`config.mk`:
```
export PLATFORM = sky130hd
export DESIGN_NAME = screencode_to_utf8_encoder_top_flat
export DESIGN_NICKNAME = d
export VERILOG_FILES = /design/src/design/sc2u_pkg.sv /design/src/design/sc2u_if.sv /design/src/design/sc2u_decode.sv /design/src/design/sc2u_emit.sv /design/src/design/screencode_to_utf8_encoder_top.sv /design/src/flat_wrapper.sv
export SDC_FILE = /design/constraint.sdc
export NUM_CORES = 1
export LEC_CHECK = 0
export BUFFER_PORTS_ARGS = -buffer_cell sky130_fd_sc_hd__buf_4
export CAP_MARGIN = 25
export CORE_MARGIN = 2
export CORE_UTILIZATION = 57
export CTS_CLUSTER_SIZE = 30
export DETAILED_ROUTE_END_ITERATION = 7
export PLACE_DENSITY = 0.81
export SYNTH_ARGS = -nofsm -noshare
export SYNTH_HDL_FRONTEND = slang
export SYNTH_SLANG_ARGS = --single-unit
export TNS_END_PERCENT = 1
```
`constraint.sdc`:
```
create_clock -name clk -period 3.69 [get_ports clk]
set_input_delay 0 -clock clk [delete_from_list [all_inputs] [get_ports clk]]
set_output_delay 0 -clock clk [all_outputs]
set_load 0.02 [all_outputs]
```
`src/design/sc2u_pkg.sv`:
```
// Shared types, constants and lookup functions for the screencode to UTF-8 encoder.
// No dependencies; sc2u_decode, sc2u_emit and the top module use this package.
`timescale 1ns / 1ps

package sc2u_pkg;

  localparam logic [7:0] ESC_BYTE     = 8'h1b;
  localparam logic [7:0] BRACKET_BYTE = 8'h5b;  // '['
  localparam logic [7:0] SGR_END_BYTE = 8'h6d;  // 'm'
  localparam logic [7:0] REV_ON_DIGIT = 8'h37;  // '7'
  localparam logic [7:0] REV_OFF_DIGIT = 8'h30; // '0'
  localparam logic [7:0] UNKNOWN_BYTE = 8'h3f;  // '?'

  localparam logic [3:0] ESC_LEN     = 4'd4;
  localparam logic [3:0] REV_EXTRA   = 4'd8;

  typedef enum logic [1:0] {
    ESC_POS_ESC     = 2'd0,
    ESC_POS_BRACKET = 2'd1,
    ESC_POS_DIGIT   = 2'd2,
    ESC_POS_END     = 2'd3
  } esc_pos_t;

  // Held transaction as seen by the decoder
  typedef struct packed {
    logic       upper;
    logic [7:0] code;
  } sc2u_key_t;

  // Decoded transaction: body bytes, body length (1..3) and reverse flag
  typedef struct packed {
    logic            rev;
    logic [1:0]      body_len;
    logic [2:0][7:0] body;
  } sc2u_item_t;

  typedef struct packed {
    logic        found;
    logic [15:0] point;
  } glyph_t;

  function automatic glyph_t glyph_lookup(input logic [6:0] code);
    glyph_t g;
    g.found = 1'b1;
    case (code)
      7'h40, 7'h43: g.point = 16'h2501;
      7'h60: g.point = 16'h00a0;
      7'h61: g.point = 16'h258c;
      7'h62: g.point = 16'h2584;
      7'h63: g.point = 16'h2594;
      7'h64: g.point = 16'h2581;
      7'h65: g.point = 16'h258e;
      7'h66: g.point = 16'h2592;
      7'h67: g.point = 16'h258a;
      7'h68: g.point = 16'h25db;
      7'h69: g.point = 16'h25e4;
      7'h6a: g.point = 16'h258a;
      7'h6b: g.point = 16'h2523;
      7'h6c: g.point = 16'h2597;
      7'h6d: g.point = 16'h2517;
      7'h6e: g.point = 16'h2513;
      7'h6f: g.point = 16'h2582;
      default: begin
        g.found = 1'b0;
        g.point = 16'h0000;
      end
    endcase
    return g;
  endfunction

  function automatic logic [7:0] esc_byte(input logic [1:0] pos, input logic [7:0] digit);
    logic [7:0] b;
    case (esc_pos_t'(pos))
      ESC_POS_ESC:     b = ESC_BYTE;
      ESC_POS_BRACKET: b = BRACKET_BYTE;
      ESC_POS_DIGIT:   b = digit;
      ESC_POS_END:     b = SGR_END_BYTE;
      default:         b = ESC_BYTE;
    endcase
    return b;
  endfunction

endpackage

```
`src/design/sc2u_if.sv`:
```
// Valid/ready channel interfaces for screencodes in and terminal bytes out.
// Depends on nothing.
`timescale 1ns / 1ps

interface sc2u_code_if;
  logic       valid;
  logic       ready;
  logic [7:0] screen_code;

  modport source (output valid, output screen_code, input ready);
  modport sink (input valid, input screen_code, output ready);
endinterface

interface sc2u_byte_if;
  logic       valid;
  logic       ready;
  logic [7:0] out_byte;
  logic       last_byte;

  modport source (output valid, output out_byte, output last_byte, input ready);
  modport sink (input valid, input out_byte, input last_byte, output ready);
endinterface

```
`src/design/sc2u_decode.sv`:
```
// Combinational decode of a held screencode into its body bytes and reverse flag.
// Depends on sc2u_pkg.
`timescale 1ns / 1ps

module sc2u_decode (
  input  sc2u_pkg::sc2u_key_t  key,
  output sc2u_pkg::sc2u_item_t item
);

  logic [6:0]       code7;
  sc2u_pkg::glyph_t glyph;

  assign code7 = key.code[6:0];
  assign glyph = sc2u_pkg::glyph_lookup(code7);

  always_comb begin
    item.rev      = key.code[7];
    item.body_len = 2'd1;
    item.body     = '0;
    if (code7 <= 7'h1f) begin
      item.body[0] = {1'b0, code7} + (key.upper ? 8'h40 : 8'h60);
    end else if (code7 < 7'h40 || (code7 <= 7'h5f && !key.upper)) begin
      item.body[0] = {1'b0, code7};
    end else if (!glyph.found) begin
      item.body[0] = sc2u_pkg::UNKNOWN_BYTE;
    end else if (glyph.point < 16'h0800) begin
      item.body_len = 2'd2;
      item.body[0]  = {3'b110, glyph.point[10:6]};
      item.body[1]  = {2'b10, glyph.point[5:0]};
    end else begin
      item.body_len = 2'd3;
      item.body[0]  = {4'b1110, glyph.point[15:12]};
      item.body[1]  = {2'b10, glyph.point[11:6]};
      item.body[2]  = {2'b10, glyph.point[5:0]};
    end
  end

endmodule

```
`src/design/sc2u_emit.sv`:
```
// Item register, byte index counter and output byte register of the encoder.
// Depends on sc2u_pkg and the channel interfaces in sc2u_if.sv.
`timescale 1ns / 1ps

module sc2u_emit (
  input  logic                 clk,
  input  logic                 rst,
  input  logic                 upper_case_set,
  sc2u_code_if.sink            code_ch,
  sc2u_byte_if.source          byte_ch,
  output sc2u_pkg::sc2u_key_t  key,
  input  sc2u_pkg::sc2u_item_t item
);

  logic       item_valid;
  logic [3:0] idx;
  logic       out_valid;
  logic [7:0] out_byte;
  logic       last_byte;

  logic       emit;
  logic       is_last;
  logic       accept;
  logic [3:0] total_len;
  logic [3:0] body_start;
  logic [3:0] rel;
  logic [3:0] sfx;
  logic [7:0] sel_byte;

  assign total_len  = {2'b00, item.body_len} + (item.rev ? sc2u_pkg::REV_EXTRA : 4'd0);
  assign body_start = item.rev ? sc2u_pkg::ESC_LEN : 4'd0;
  assign rel        = idx - body_start;
  assign sfx        = rel - {2'b00, item.body_len};
  assign is_last    = (idx == total_len - 4'd1);

  always_comb begin
    if (item.rev && idx < sc2u_pkg::ESC_LEN) begin
      sel_byte = sc2u_pkg::esc_byte(idx[1:0], sc2u_pkg::REV_ON_DIGIT);
    end else if (rel < {2'b00, item.body_len}) begin
      sel_byte = item.body[rel[1:0]];
    end else begin
      sel_byte = sc2u_pkg::esc_byte(sfx[1:0], sc2u_pkg::REV_OFF_DIGIT);
    end
  end

  // The output register frees up when its byte is taken, so the last byte of one
  // transaction and the loading of the next overlap in the same cycle.
  assign emit          = item_valid && (!out_valid || byte_ch.ready);
  assign code_ch.ready = !item_valid || (emit && is_last);
  assign accept        = code_ch.valid && code_ch.ready;

  always_ff @(posedge clk) begin
    if (rst) begin
      item_valid <= 1'b0;
      idx        <= 4'd0;
      out_valid  <= 1'b0;
    end else begin
      if (accept) begin
        item_valid <= 1'b1;
        idx        <= 4'd0;
      end else if (emit) begin
        if (is_last) begin
          item_valid <= 1'b0;
        end else begin
          idx <= idx + 4'd1;
        end
      end
      if (emit) begin
        out_valid <= 1'b1;
      end else if (byte_ch.ready) begin
        out_valid <= 1'b0;
      end
    end
  end

  always_ff @(posedge clk) begin
    if (accept) begin
      key.code  <= code_ch.screen_code;
      key.upper <= upper_case_set;
    end
    if (emit) begin
      out_byte  <= sel_byte;
      last_byte <= is_last;
    end
  end

  assign byte_ch.valid     = out_valid;
  assign byte_ch.out_byte  = out_byte;
  assign byte_ch.last_byte = last_byte;

`ifndef SYNTH
  a_idx_in_range: assert property (@(posedge clk) disable iff (rst)
    item_valid |-> idx < total_len)
    else $error("byte index past end of transaction");

  a_ready_when_empty: assert property (@(posedge clk) disable iff (rst)
    !item_valid |-> code_ch.ready)
    else $error("input stalled with no transaction held");

  a_keep_until_last: assert property (@(posedge clk) disable iff (rst)
    (emit && !is_last) |=> item_valid)
    else $error("transaction dropped before its last byte");

  a_last_frees_slot: assert property (@(posedge clk) disable iff (rst)
    (emit && is_last && !code_ch.valid) |=> !item_valid)
    else $error("transaction held after its last byte");
`endif

endmodule

```
`src/design/screencode_to_utf8_encoder_top.sv`:
```
// The accepted screencode is held in the item register, then its bytes go out through
// the output byte register, one byte per cycle while the receiver takes them; a screencode
// gives 1 to 3 bytes, plus 8 when reverse video adds the two escape sequences (up to 11).
// A new screencode is taken in the cycle its predecessor's last byte is registered.
// Reset (synchronous): clears all valid state and sets upper_case_set to 1.
// Depends on sc2u_pkg, sc2u_if, sc2u_decode and sc2u_emit.
`timescale 1ns / 1ps

module screencode_to_utf8_encoder_top (
  input  logic        clk,
  input  logic        rst,
  input  logic        cfg_we,
  input  logic        cfg_wdata,
  sc2u_code_if.sink   code_ch,
  sc2u_byte_if.source byte_ch
);

  logic                 upper_case_set;
  sc2u_pkg::sc2u_key_t  key;
  sc2u_pkg::sc2u_item_t item;

  always_ff @(posedge clk) begin
    if (rst) begin
      upper_case_set <= 1'b1;
    end else if (cfg_we) begin
      upper_case_set <= cfg_wdata;
    end
  end

  sc2u_decode u_decode (
    .key  (key),
    .item (item)
  );

  sc2u_emit u_emit (
    .clk            (clk),
    .rst            (rst),
    .upper_case_set (upper_case_set),
    .code_ch        (code_ch),
    .byte_ch        (byte_ch),
    .key            (key),
    .item           (item)
  );

endmodule
```
`src/flat_wrapper.sv`:
```
// flat-port wrapper written by rule: the top's interface ports become plain ports
module screencode_to_utf8_encoder_top_flat 
  (clk, rst, cfg_we, cfg_wdata, code_ch_valid, code_ch_screen_code, code_ch_ready, byte_ch_valid, byte_ch_out_byte, byte_ch_last_byte, byte_ch_ready);
  sc2u_code_if code_ch_i ();
  sc2u_byte_if byte_ch_i ();
  input  logic clk;
  input  logic rst;
  input  logic cfg_we;
  input  logic cfg_wdata;
  input wire logic [$bits(code_ch_i.valid)-1:0] code_ch_valid;
  input wire logic [$bits(code_ch_i.screen_code)-1:0] code_ch_screen_code;
  output wire logic [$bits(code_ch_i.ready)-1:0] code_ch_ready;
  output wire logic [$bits(byte_ch_i.valid)-1:0] byte_ch_valid;
  output wire logic [$bits(byte_ch_i.out_byte)-1:0] byte_ch_out_byte;
  output wire logic [$bits(byte_ch_i.last_byte)-1:0] byte_ch_last_byte;
  input wire logic [$bits(byte_ch_i.ready)-1:0] byte_ch_ready;
  assign code_ch_i.valid = code_ch_valid;
  assign code_ch_i.screen_code = code_ch_screen_code;
  assign code_ch_ready = code_ch_i.ready;
  assign byte_ch_valid = byte_ch_i.valid;
  assign byte_ch_out_byte = byte_ch_i.out_byte;
  assign byte_ch_last_byte = byte_ch_i.last_byte;
  assign byte_ch_i.ready = byte_ch_ready;
  screencode_to_utf8_encoder_top u_core (.clk(clk), .rst(rst), .cfg_we(cfg_we), .cfg_wdata(cfg_wdata), .code_ch(code_ch_i), .byte_ch(byte_ch_i));
endmodule
```
# After elaboration in Yosys (flattened, before gate mapping)
# Index checks and enable logic that the tools add are counted.
totals:
  wordCells: 94
  inputBits: 14
  rom_bits: 0
  latch_bits: 0
  reg_bits: 25
  out_inout_bits: 11
  memories: 0
  ramBits: 0
classes:
  mul: 0
  muxes: 25
  n_bitwise: 1
  magnitude_cmp: 7
  shift: 0
  div_mod_pow: 0
  addsub: 6
  n_eq_ne: 25
  n_reduce_logical: 22
op_table:
  columns: ["op", "n"]
  rows:
  - ["$pmux W14 S16", 1]
  - ["$eq A7 B7 Y1 const B", 18]
  - ["$pmux W8 S4", 2]
  - ["$mux W8", 7]
  - ["$mux W18", 3]
  - ["$reduce_or A18 Y1", 1]
  - ["$bmux W8 S2", 1]
  - ["$lt A16 B12 Y1 const B", 1]
  - ["$mux W14", 1]
  - ["$add A7 B7 Y8", 1]
  - ["$eq A2 B2 Y1 const B", 4]
  - ["$le A7 B5 Y1 const B", 1]
  - ["$le A7 B7 Y1 const B", 1]
  - ["$lt A7 B7 Y1 const B", 1]
  - ["$mux W1", 7]
  - ["$mux W6", 1]
  - ["$reduce_bool A2 Y1", 3]
  - ["$reduce_or A2 Y1", 3]
  - ["$logic_and A1 B1 Y1", 5]
  - ["$add A2 B4 Y4", 1]
  - ["$add A4 B1 Y4 const B", 1]
  - ["$eq A2 B1 Y1 const B", 2]
  - ["$eq A4 B4 Y1", 1]
  - ["$logic_not A2 Y1", 2]
  - ["other kinds (12)", 17]

# Logic depth before layout (Yosys ltp)
# Gate-level depths: netlist (run 1).
logic_depth:
  depth_word: 16
  depth_mapped: 11
  mapped_depth_nobuf: 11

# By module
# A second synthesis (run 1) with hierarchy kept.
hier_totals:
  cells_unflattened: 216
  hier_area_um2: 1994.4
modules_own_cells:
  columns: ["mod", "cells_each", "instances", "area_each_um2"]
  rows:
  - ["sc2u_emit", 129, 1, 1416.4]
  - ["sc2u_decode", 84, 1, 543.0]
  - ["screencode_to_utf8_encoder_top", 3, 1, 35.0]

# Worst setup path after synthesis (run 1)
# Ideal clock, no wire load.
synth_timing:
  path_kind: "flip-flop to flip-flop"
  start: "register, netlist name u_core.u_emit.key[1]"
  end: "register, netlist name u_core.u_emit.key[0]"
  t_arrival_ns: 2.366
  stages_incl_launch_ff: 11
  setup_time_ns: 0.302
  slack_ns: 1.022
  cell_sequence: "edfxtp_1 > buf_2 > or3_1 > or3_1 > inv_1 > ha_1 > xnor2_1 > nor2_1 > a31o_2 > and2_4 > buf_6"
synth_between:
  elab_chain_cells: 14
synth_lines:
  columns: ["item", "line", "rtl"]
  rows:
  - ["$eq A7 B7 Y1", "sc2u_pkg.sv:45", "case (code)"]
  - ["$reduce_or A2 Y1 (no line)", null, null]
  - ["$pmux W14 S16", "sc2u_pkg.sv:45", null]
  - ["$lt A16 B12 Y1", "sc2u_decode.sv:26", "end else if (glyph.point < 16'h0800) begin"]
  - ["$mux W1", "sc2u_decode.sv:26", null]
  - ["$mux W18", "sc2u_decode.sv:24", "end else if (!glyph.found) begin"]
  - ["$mux W18", "sc2u_decode.sv:22", "end else if (code7 < 7'h40 || (code7 <= 7'h5f && !key.upper)) begin"]
  - ["$mux W18 (*)", "sc2u_decode.sv:20", "if (code7 <= 7'h1f) begin"]
  - ["$add A2 B4 Y4 (*)", "sc2u_emit.sv:30", "assign total_len = {2'b00, item.body_len} + (item.rev ? sc2u_pkg::REV_EXTRA : 4'd0);"]
  - ["$sub A4 B1 Y4 (*)", "sc2u_emit.sv:34", "assign is_last = (idx == total_len - 4'd1);"]
  - ["$eq A4 B4 Y1 (*)", "sc2u_emit.sv:34", null]
  - ["$logic_and A1 B1 Y1 (*)", "sc2u_emit.sv:49", "assign code_ch.ready = !item_valid || (emit && is_last);"]
  - ["$logic_or A1 B1 Y1 (*)", "sc2u_emit.sv:49", null]
  - ["named net code_ch_ready", "flat_wrapper.sv:12", "output wire logic [$bits(code_ch_i.ready)-1:0] code_ch_ready;"]
  - ["$logic_and A1 B1 Y1 (*)", "sc2u_emit.sv:50", "assign accept = code_ch.valid && code_ch.ready;"]
  - ["named net u_core.u_emit.accept", "sc2u_emit.sv:23", "logic accept;"]
# The timed path passes the listed nets; every way through them passes the cells marked *.
# A chain may end at the register's enable or synchronous reset.

# Final worst setup path (run 1)
layout_timing:
  start: "register, netlist name u_core.u_emit.key[1]"
  end: "register u_core.u_emit.out_byte[5] (netlist: u_core.u_emit.byte_ch.out_byte[5]), data pin"
layout_between:
  elab_chain_cells: 13
layout_lines:
  columns: ["item", "line", "rtl"]
  rows:
  - ["$eq A7 B7 Y1", "sc2u_pkg.sv:45", null]
  - ["$reduce_or A2 Y1 (no line)", null, null]
  - ["$pmux W14 S16", "sc2u_pkg.sv:45", null]
  - ["$lt A16 B12 Y1", "sc2u_decode.sv:26", null]
  - ["$mux W1", "sc2u_decode.sv:26", null]
  - ["$mux W18", "sc2u_decode.sv:24", null]
  - ["$mux W18", "sc2u_decode.sv:22", null]
  - ["$mux W18", "sc2u_decode.sv:20", null]
  - ["$sub A2 B2 Y2", "sc2u_emit.sv:33", "assign sfx = rel - {2'b00, item.body_len};"]
  - ["$eq A2 B2 Y1 (tied with other cells)", "sc2u_pkg.sv:73", "case (esc_pos_t'(pos))"]
  - ["$pmux W8 S4", "sc2u_pkg.sv:73", null]
  - ["$mux W8 (*)", "sc2u_emit.sv:39", "end else if (rel < {2'b00, item.body_len}) begin"]
  - ["$mux W8 (*)", "sc2u_emit.sv:37", "if (item.rev && idx < sc2u_pkg::ESC_LEN) begin"]
  - ["named net u_core.u_emit.sel_byte[5]", "sc2u_emit.sv:28", "logic [7:0] sel_byte;"]
  - ["end signal, assigned", "sc2u_emit.sv:82", "out_byte <= sel_byte;"]
  - ["end, declared", "sc2u_emit.sv:18", "logic [7:0] out_byte;"]
# The timed path passes the listed nets; every way through them passes the cells marked *. The select of a mux whose other input is x is not followed.

==> results of run 1 <==
-- flip-flops by register name (all words and copies together) (netlist names) --
register                         flops
u_core.u_emit.byte_ch.valid          1
u_core.u_emit.idx                    4
u_core.u_emit.key                    9
u_core.u_emit.item_valid             1
u_core.upper_case_set                1
u_core.u_emit.byte_ch.out_byte       8
u_core.u_emit.byte_ch.last_byte      1
-- final cells by class --
cell class / count / area share [%]
multi-input cells: 148 / 48.08
well taps: 44 / 2.519
clock buffers: 3 / 1.030
repair buffers: 39 / 14.77
flip-flops and latches: 25 / 31.14
inverters: 13 / 2.232
clock inverters: 1 / 0.2290
-- metrics by stage --
step | cell area, µm² | hold WS (ns) | power (µW) | utilization, %
floorplan | 1839 | 0.06907 | 442.8 | -
global placement | 2038 | 0.1791 | 486.7 | 66.76
detailed placement | 2038 | 0.1793 | 486.4 | 66.76
CTS | 2186 | 0.01520 | 619.0 | 71.60
global route | 2186 | 0.01608 | 653.7 | 71.60
finish | 2186 | 0.02230 | 618.1 | 71.60
-- where the power goes --
| part | leakage, µW | switching [µW] | internal, µW |
|---|---|---|---|
| Clock | 0.0000177 | 83.6 | 40.6 |
| Sequential | 0.000224 | 19.3 | 321 |
| Combinational | 0.000602 | 83.2 | 70.7 |
-- cells in the final DEF, fill, tap and decap left out, drive strengths merged, types with 3 or more instances in the layout --
| cell | instances |
|---|---|
| edfxtp | 18 |
| o211ai | 3 |
| xnor2 | 6 |
| a21oi | 13 |
| nor3b | 3 |
| o31ai | 3 |
| mux2i | 3 |
| ha | 11 |
| buf | 27 |
| inv | 13 |
| nand4 | 3 |
| dfxtp | 7 |
| nand2 | 12 |
| a21o | 3 |
| o21ai | 12 |
| nor2b | 3 |
| dlygate4sd3 | 12 |
| nand2b | 5 |
| o21a | 3 |
| nand3 | 3 |
| nor2 | 13 |
| nor3 | 10 |
| a31oi | 5 |
| nor4 | 3 |
| clkbuf | 3 |
-- path summary, 6_finish.rpt --
| kind | startpoint | cells after the start | to | slack, ns |
|---|---|---|---|---|
| setup / recovery | u_core.u_emit.key[1]$_DFFE_PP_ | 10 | u_core.u_emit.byte_ch.out_byte[5]$_DFFE_PP_ | 0.61 |
| hold / removal | byte_ch_ready | 3 | u_core.u_emit.byte_ch.valid$_SDFFE_PP0P_ | 0.02 |
| setup reg to reg | u_core.u_emit.key[1]$_DFFE_PP_ | 10 | u_core.u_emit.byte_ch.out_byte[5]$_DFFE_PP_ | 0.61 |
| hold reg to reg | u_core.upper_case_set$_SDFFE_PP1P_ | 0 | u_core.u_emit.key[8]$_DFFE_PP_ | 0.45 |
-- repair_timing --
item,4_1_cts,5_1_grt
gates resized for setup,0,0
endpoints found under the hold margin,15,0
hold buffers,12,0
-- worst min-delay path: stages --
cell	delay (ns)
buf_4	0.08
nand2b_1	0.15
a21oi_1	0.08
-- cells by family after synthesis --
family                   Yosys count  share of synthesized area [%]
flip-flops                        25                          37.01
multiplexers                       3                          1.633
AO/OA/AOI/OAI                     60                          21.97
XOR/XNOR                           8                          3.810
buffers and inverters             24                          5.850
AND/OR/NAND/NOR                   65                          21.16
adder cells (fa/ha/maj)           12                          8.571
-- metal layers --
metal	global-route usage (%)	wire length [µm]	vias to the layer above
li1	-	-	793
met2	42.24	1964	81
met4	12.73	150	0
met1	32.98	1770	714
met5	0	0	-
met3	3.412	276	18
==> impl_results.md, run 1 <==
- Post-Layout Cell Count: between 200 and 300
- Synth Flop Type: edfxtp_1
- Highest clock rate: 325.1 MHz
- Num CTS Buffers: 3
- CP Capture Type: register
- Syn Inst Count: 197
- CP Class: register to register
- TritonCTS clock tree: built
- Total gr overflow: 0
- GP Congestion: 0.9207
- Initial Util: 60.25%
- RSZ-0062 raised after global routing: false
- CTS sink count: 25
- Multi-input gate area: about 0.0011 mm²
- CTS HTree Levels: 1
- Largest net degree at the start of global routing: 20
- DP Wirelength: 3015 µm
- Site Rows: 20
- WP data arrival: roughly 3.2 ns
- Routed wire per std cell: 15.25 µm
- Max-Slew Margin vs Limit: 61.60%
- Post-place setup slack: 0.7017 ns
- CP top delay family: simple AND/OR/NAND/NOR gates
- Fraction of layout cells with a size suffix above 1: 19.65%
- Crit start category: register
- DRC viols: 0
- Initial DRC Count: 102
- Lkg Pwr: about 0.00084 µW
- Most frequent CP cell: or3_1
- Final #Nets: 256
- Final Hold Fails: 0
- Post-synth EDFFs: 18
- Synth area leaders: edfxtp_1 29%, dfxtp_1 7.6%, ha_1 7.5%
- Global-route wire length before repair: 6982 µm
- Reg area: 680.7 µm²
- PwrDens: about 280 mW/mm²
- Warnings from Yosys: 0
- Vias per inst: 5.883
- Die H: 60.81 µm
- Core Footprint: 0.003053 mm²
- Area leader, netlist: edfxtp_1
- Worst-margin pin slew: 0.5752 ns
- Worst-path cell chain: or3_1 -> or3_1 -> ha_1 -> inv_1 -> fa_1 -> nand2b_1 -> nor2_1 -> nand2_1 -> nor4_1 -> a2111o_1
- VDD IR max: approximately 0.20 mV
- Clock buffer depth: 2
- ANT cells: 0
- Share of the synthesized area in the top cell type: 29.39%
- Worst Path Buf+Inv: 1
- Worst Skew: 0.002112 ns
- Slew Viols, Final: 0
- Die area: between 0.003 and 0.004 mm²
- Placed cells: 257
- Port bufs: 24
- Yosys cell types: 55
- Root buf cell: clkbuf_4
- Vias: 1606
- Top-count cell post-synth: edfxtp_1
- Chip Width: 60.81 µm
- Async S/R FF share, synth: 0%
- Syn avg cell area: about 9.3 µm²
- Detail Route Antenna Nets: 0
- Register area share after synthesis: 37.01%
- Fillers: 232
- Clock slew at reported path FFs: around 0.14 ns
- Global Route Usage Sum: 25.62%
- Fin Setup TNS: 0 ns
- Min-delay worst type: primary input to register
- Setup violators final: 0
- Number of global-route vias before repair: 1558
- Top cells by count, synth: 18 x edfxtp_1, 13 x a21oi_1, 13 x inv_1
- Final WL: 4162 µm
- Post-CTS setup buffers: 0
- Netlist Area Pre-Place: between 0.0015 and 0.002 mm²
- Final min period: 3.076 ns
- Crit share post-route: 83.35%
- Crit-path slowest cell: edfxtp_1
- Max-capacitance violation count: 0
- Initial antenna violation count: 0
- #FFs+latches synth: 25
- Worst skew pair latency: 0.32 ns
- Worst Path Required: approximately 3.8 ns
- Status: finished, final reports clean
- Area Overhead vs Synth: 18.84%
- Synth Net Count: 223
- CP peak stage delay: 0.64 ns
- Pre-antenna DRT Iters: 4
- Maximum fanout along the worst path: 19
- Setup ws final: a little over 0.6 ns
- # IOs: 25
Note: power is estimated with default switching activity, not from simulation.
==> inputs of run 2 (changes only) <==
--- a/config.mk
+++ b/config.mk
@@ -8,10 +8,10 @@
 export BUFFER_PORTS_ARGS = -buffer_cell sky130_fd_sc_hd__buf_4
 export CAP_MARGIN = 25
 export CORE_MARGIN = 2
-export CORE_UTILIZATION = 57
+export CORE_UTILIZATION = 52
 export CTS_CLUSTER_SIZE = 30
 export DETAILED_ROUTE_END_ITERATION = 7
-export PLACE_DENSITY = 0.81
+export PLACE_DENSITY = 0.78
 export SYNTH_ARGS = -nofsm -noshare
 export SYNTH_HDL_FRONTEND = slang
 export SYNTH_SLANG_ARGS = --single-unit
==> constraint.sdc (replaced) <==
create_clock -name clk -period 2.6 [get_ports clk]
set_input_delay 0 -clock clk [delete_from_list [all_inputs] [get_ports clk]]
set_output_delay 0 -clock clk [all_outputs]
set_load 0.02 [all_outputs]
==> run 2 against run 1 <==
  * Critical path depth is the same
  * Register-to-register slack got worse by 0.61 ns
  * Routed wire length grew 8.0%
  * Maximum frequency grew 18%
  * Sequential power grew 37%
  * First-iteration DRC count up 6.9%
  * Clock skew increased by 0.0071 ns
  * Critical path type unchanged
  * Critical endpoint unchanged
  * Largest cell class unchanged
  * Total power grew 50%
  * Via count grew 8.4%
  * Hold slack got worse by 0.016 ns
==> impl_results.md, run 2 (same netlist as run 1, synthesis figures left out) <==
- # IOs: 25 (unchanged)
- Clock power frac: 19.6% (-0.5 points)
- Final Hold Fails: 0 (unchanged)
- CTS sink count: 25 (unchanged)
- VDD IR max: 0.3296 mV (+68%)
- Chip Width: 63.48 µm (+4.4%)
- Core Footprint: 0.003363 mm² (+10%)
- Internal power: 645.9 µW (+50%)
- Die area: 0.004029 mm² (+9.0%)
- Global-route wire length before repair: 7113 µm (+1.9%)
- Vias per inst: 5.823 (-1.0%)
- CP Class: register to register
- Part of the power in combinational logic: 30.2% (+5.3 points)
- GP Congestion: 0.8672 (-5.8%)
- Commonest non-fill, non-tap cells in the layout: 51 x buf_4, 18 x edfxtp_1, 13 x a21oi_1
- Hold worst-path end: u_core.u_emit.byte_ch.valid$_SDFFE_PP0P_
- Max-Slew Margin vs Limit: 65.46% (+3.9 points)
- Final min period: 2.598 ns (-0.4780 ns)
- Highest clock rate: 385.0 MHz (+18%)
- Total gr overflow: 0 (unchanged)
- Internal reg-to-reg setup slack: 0.002 ns (-0.61 ns)
- Site Rows: 21 (+5.0%)
- Hold Crit Start: byte_ch_ready
- Worst Skew: 0.009234 ns (+0.007122 ns)
- Worst reg-to-reg path cell count: 10 (unchanged)
- Status: finished, final reports clean
- Crit start category: register
- Area Overhead vs Synth: 32.24%
- M1 WL: 1874 µm (+5.9%)
- Finished Core Util: 72.32% (+0.72 points)
- Setup violators final: 0 (unchanged)
- Global Route Usage Sum: 22.37% (-3.2 points)
- Min-Delay Path Depth: 3 (unchanged)
- Largest net degree at the start of global routing: 17 (-15%)
- Max-capacitance violation count: 0 (unchanged)
- Worst-margin pin slew: 0.5159 ns (-0.05927 ns)
- Reg power frac: 50.2% (-4.8 points)
- RSZ-0062 raised after global routing: true
- Biggest register: u_core.u_emit.key
- Lkg Pwr: 0.0009637 µW (+14%)
- Vias: 1741 (+8.4%)
- Pre-antenna DRT Iters: 4 (unchanged)
- Fillers: 267 (+15%)
- Reg2reg start: u_core.u_emit.key[3]$_DFFE_PP_
- Crit share post-route: 99.91% (+17 points)
- Final #Nets: 280 (+9.4%)
- Initial antenna violation count: 0 (unchanged)
- Die H: 63.48 µm (+4.4%)
- Fraction of layout cells with a size suffix above 1: 32.02% (+12 points)
- DP Wirelength: 3067 µm (+1.7%)
- Initial Util: 54.69% (-5.6 points)
- Routed wire per std cell: 15.03 µm (-1.4%)
- Top Layer Used: met4
- Leading cell type in the layout, fill and taps excluded: buf_4
- WP data arrival: 2.70 ns (-0.46 ns)
- TritonCTS clock tree: built
- Port bufs: 24 (unchanged)
- Multi-input gate area: 0.001115 mm² (+6.1%)
- Clock slew at reported path FFs: 0.15 ns (about the same)
- DRC viols: 0 (unchanged)
- Max reg flops: 9 (unchanged)
- CTS HTree Levels: 1 (unchanged)
- Biggest regs: u_core.u_emit.key x9, u_core.u_emit.byte_ch.out_byte x8, u_core.u_emit.idx x4
- Slew Viols, Final: 0 (unchanged)
- Worst hold slack: 0.005957 ns (-0.01635 ns)
- Reg area: 680.7 µm² (unchanged)
- Initial DRC Count: 109 (+6.9%)
- Number of global-route vias before repair: 1571 (+0.83%)
- Worst Path Required: 2.70 ns (-1.07 ns)
- Root buf cell: clkbuf_4
- Detail Route Antenna Nets: 0 (unchanged)
- Clock buffer depth: 2 (unchanged)
- PwrDens: 382.5 mW/mm² (+35%)
- CP Capture Type: register
- Net Switching: 284.4 µW (+53%)
- Maximum fanout along the worst path: 3 (-16)
- Min-delay worst type: primary input to register
- WL met2: 2175 µm (+11%)
- Num CTS Buffers: 3 (unchanged)
- Routed met3 length: 326 µm (+18%)
- ANT cells: 0 (unchanged)
- Sw Share: 30.57% (+0.46 points)
- FF-to-FF End: u_core.u_emit.byte_ch.out_byte[5]$_DFFE_PP_
- Final WL: 4494 µm (+8.0%)
- Worst skew pair latency: 0.33 ns (about the same)
==> run 2: cell types whose count changed in the layout (fill, tap and decap cells not counted), sizes merged <==
cell	change
buf	+24
==> run 2: worst max-delay path: stages (launching register included) <==
cell	delay (ns)
edfxtp_1	0.43
or3_4	0.39
or3_4	0.36
ha_2	0.20
inv_2	0.06
fa_2	0.19
nand2b_4	0.14
nor3_1	0.08
nand2_1	0.09
a21oi_1	0.06
a2111o_1	0.39
==> run 2: power groups by stage <==
stage                     clock (µW)  sequential [µW]  combinational, µW
after global placement             0              475                237
after detailed placement           0              476                241
after CTS                        184              467                267
after floorplan                    0              487                141
after global routing             206              470                304
final                            182              467                281
==> run 2: how the worst max path moves through the flow <==
stage                                               from                                     endpoint  slack [ns]  cells after the start
final                     u_core.u_emit.key[3]$_DFFE_PP_  u_core.u_emit.byte_ch.out_byte[5]$_DFFE_PP_       0.002                     10
after detailed placement  u_core.u_emit.key[1]$_DFFE_PP_  u_core.u_emit.byte_ch.out_byte[5]$_DFFE_PP_       -0.09                     10
after CTS                 u_core.u_emit.key[3]$_DFFE_PP_  u_core.u_emit.byte_ch.out_byte[4]$_DFFE_PP_      -0.004                     10
after global routing      u_core.u_emit.key[4]$_DFFE_PP_  u_core.u_emit.byte_ch.out_byte[5]$_DFFE_PP_       -0.08                     11
after floorplan           u_core.u_emit.key[1]$_DFFE_PP_               u_core.u_emit.key[0]$_DFFE_PP_       -0.07                     10
after global placement    u_core.u_emit.key[2]$_DFFE_PP_  u_core.u_emit.byte_ch.out_byte[5]$_DFFE_PP_       0.005                     10
==> run 2: repair_timing <==
item                                    in CTS  in global routing
hold endpoints to repair                    15                  0
buffers inserted                             4                  0
hold buffers                                12                  0
resized for setup                            8                  7
endpoints found under the setup margin      14                 21
pin swaps                                    2                  4
==> run 2: per-layer routing <==
metal,track usage [%],up-vias
li1,-,845
met1,29.30,810
met2,36.84,73
met3,4.107,13
met4,8.152,0
met5,0,-
==> run 2: per-stage QoR <==
stage | TNS, ns | total power (µW) | area, µm² | instances | worst slack, ns
2_1_floorplan | -0.6416 | 628.4 | 1839 | 197 | -0.06810
3_3_place_gp | 0 | 712.4 | 2191 | 279 | 0.004859
3_5_place_dp | -0.2762 | 716.6 | 2191 | 279 | -0.08779
4_1_cts | -0.004382 | 917.7 | 2396 | 299 | -0.004382
5_1_grt | -0.2980 | 980.4 | 2432 | 299 | -0.08462
6_report | 0 | 930.3 | 2432 | 299 | 0.002342
==> run 2: cell type report <==
class / instances / share of cell area, %
multi-input combinational: 148 / 45.83
tap: 46 / 2.366
clock buffer: 3 / 0.9259
clock inverter: 1 / 0.2058
timing repair buffer: 63 / 20.68
inverter: 13 / 2.006
sequential: 25 / 27.98
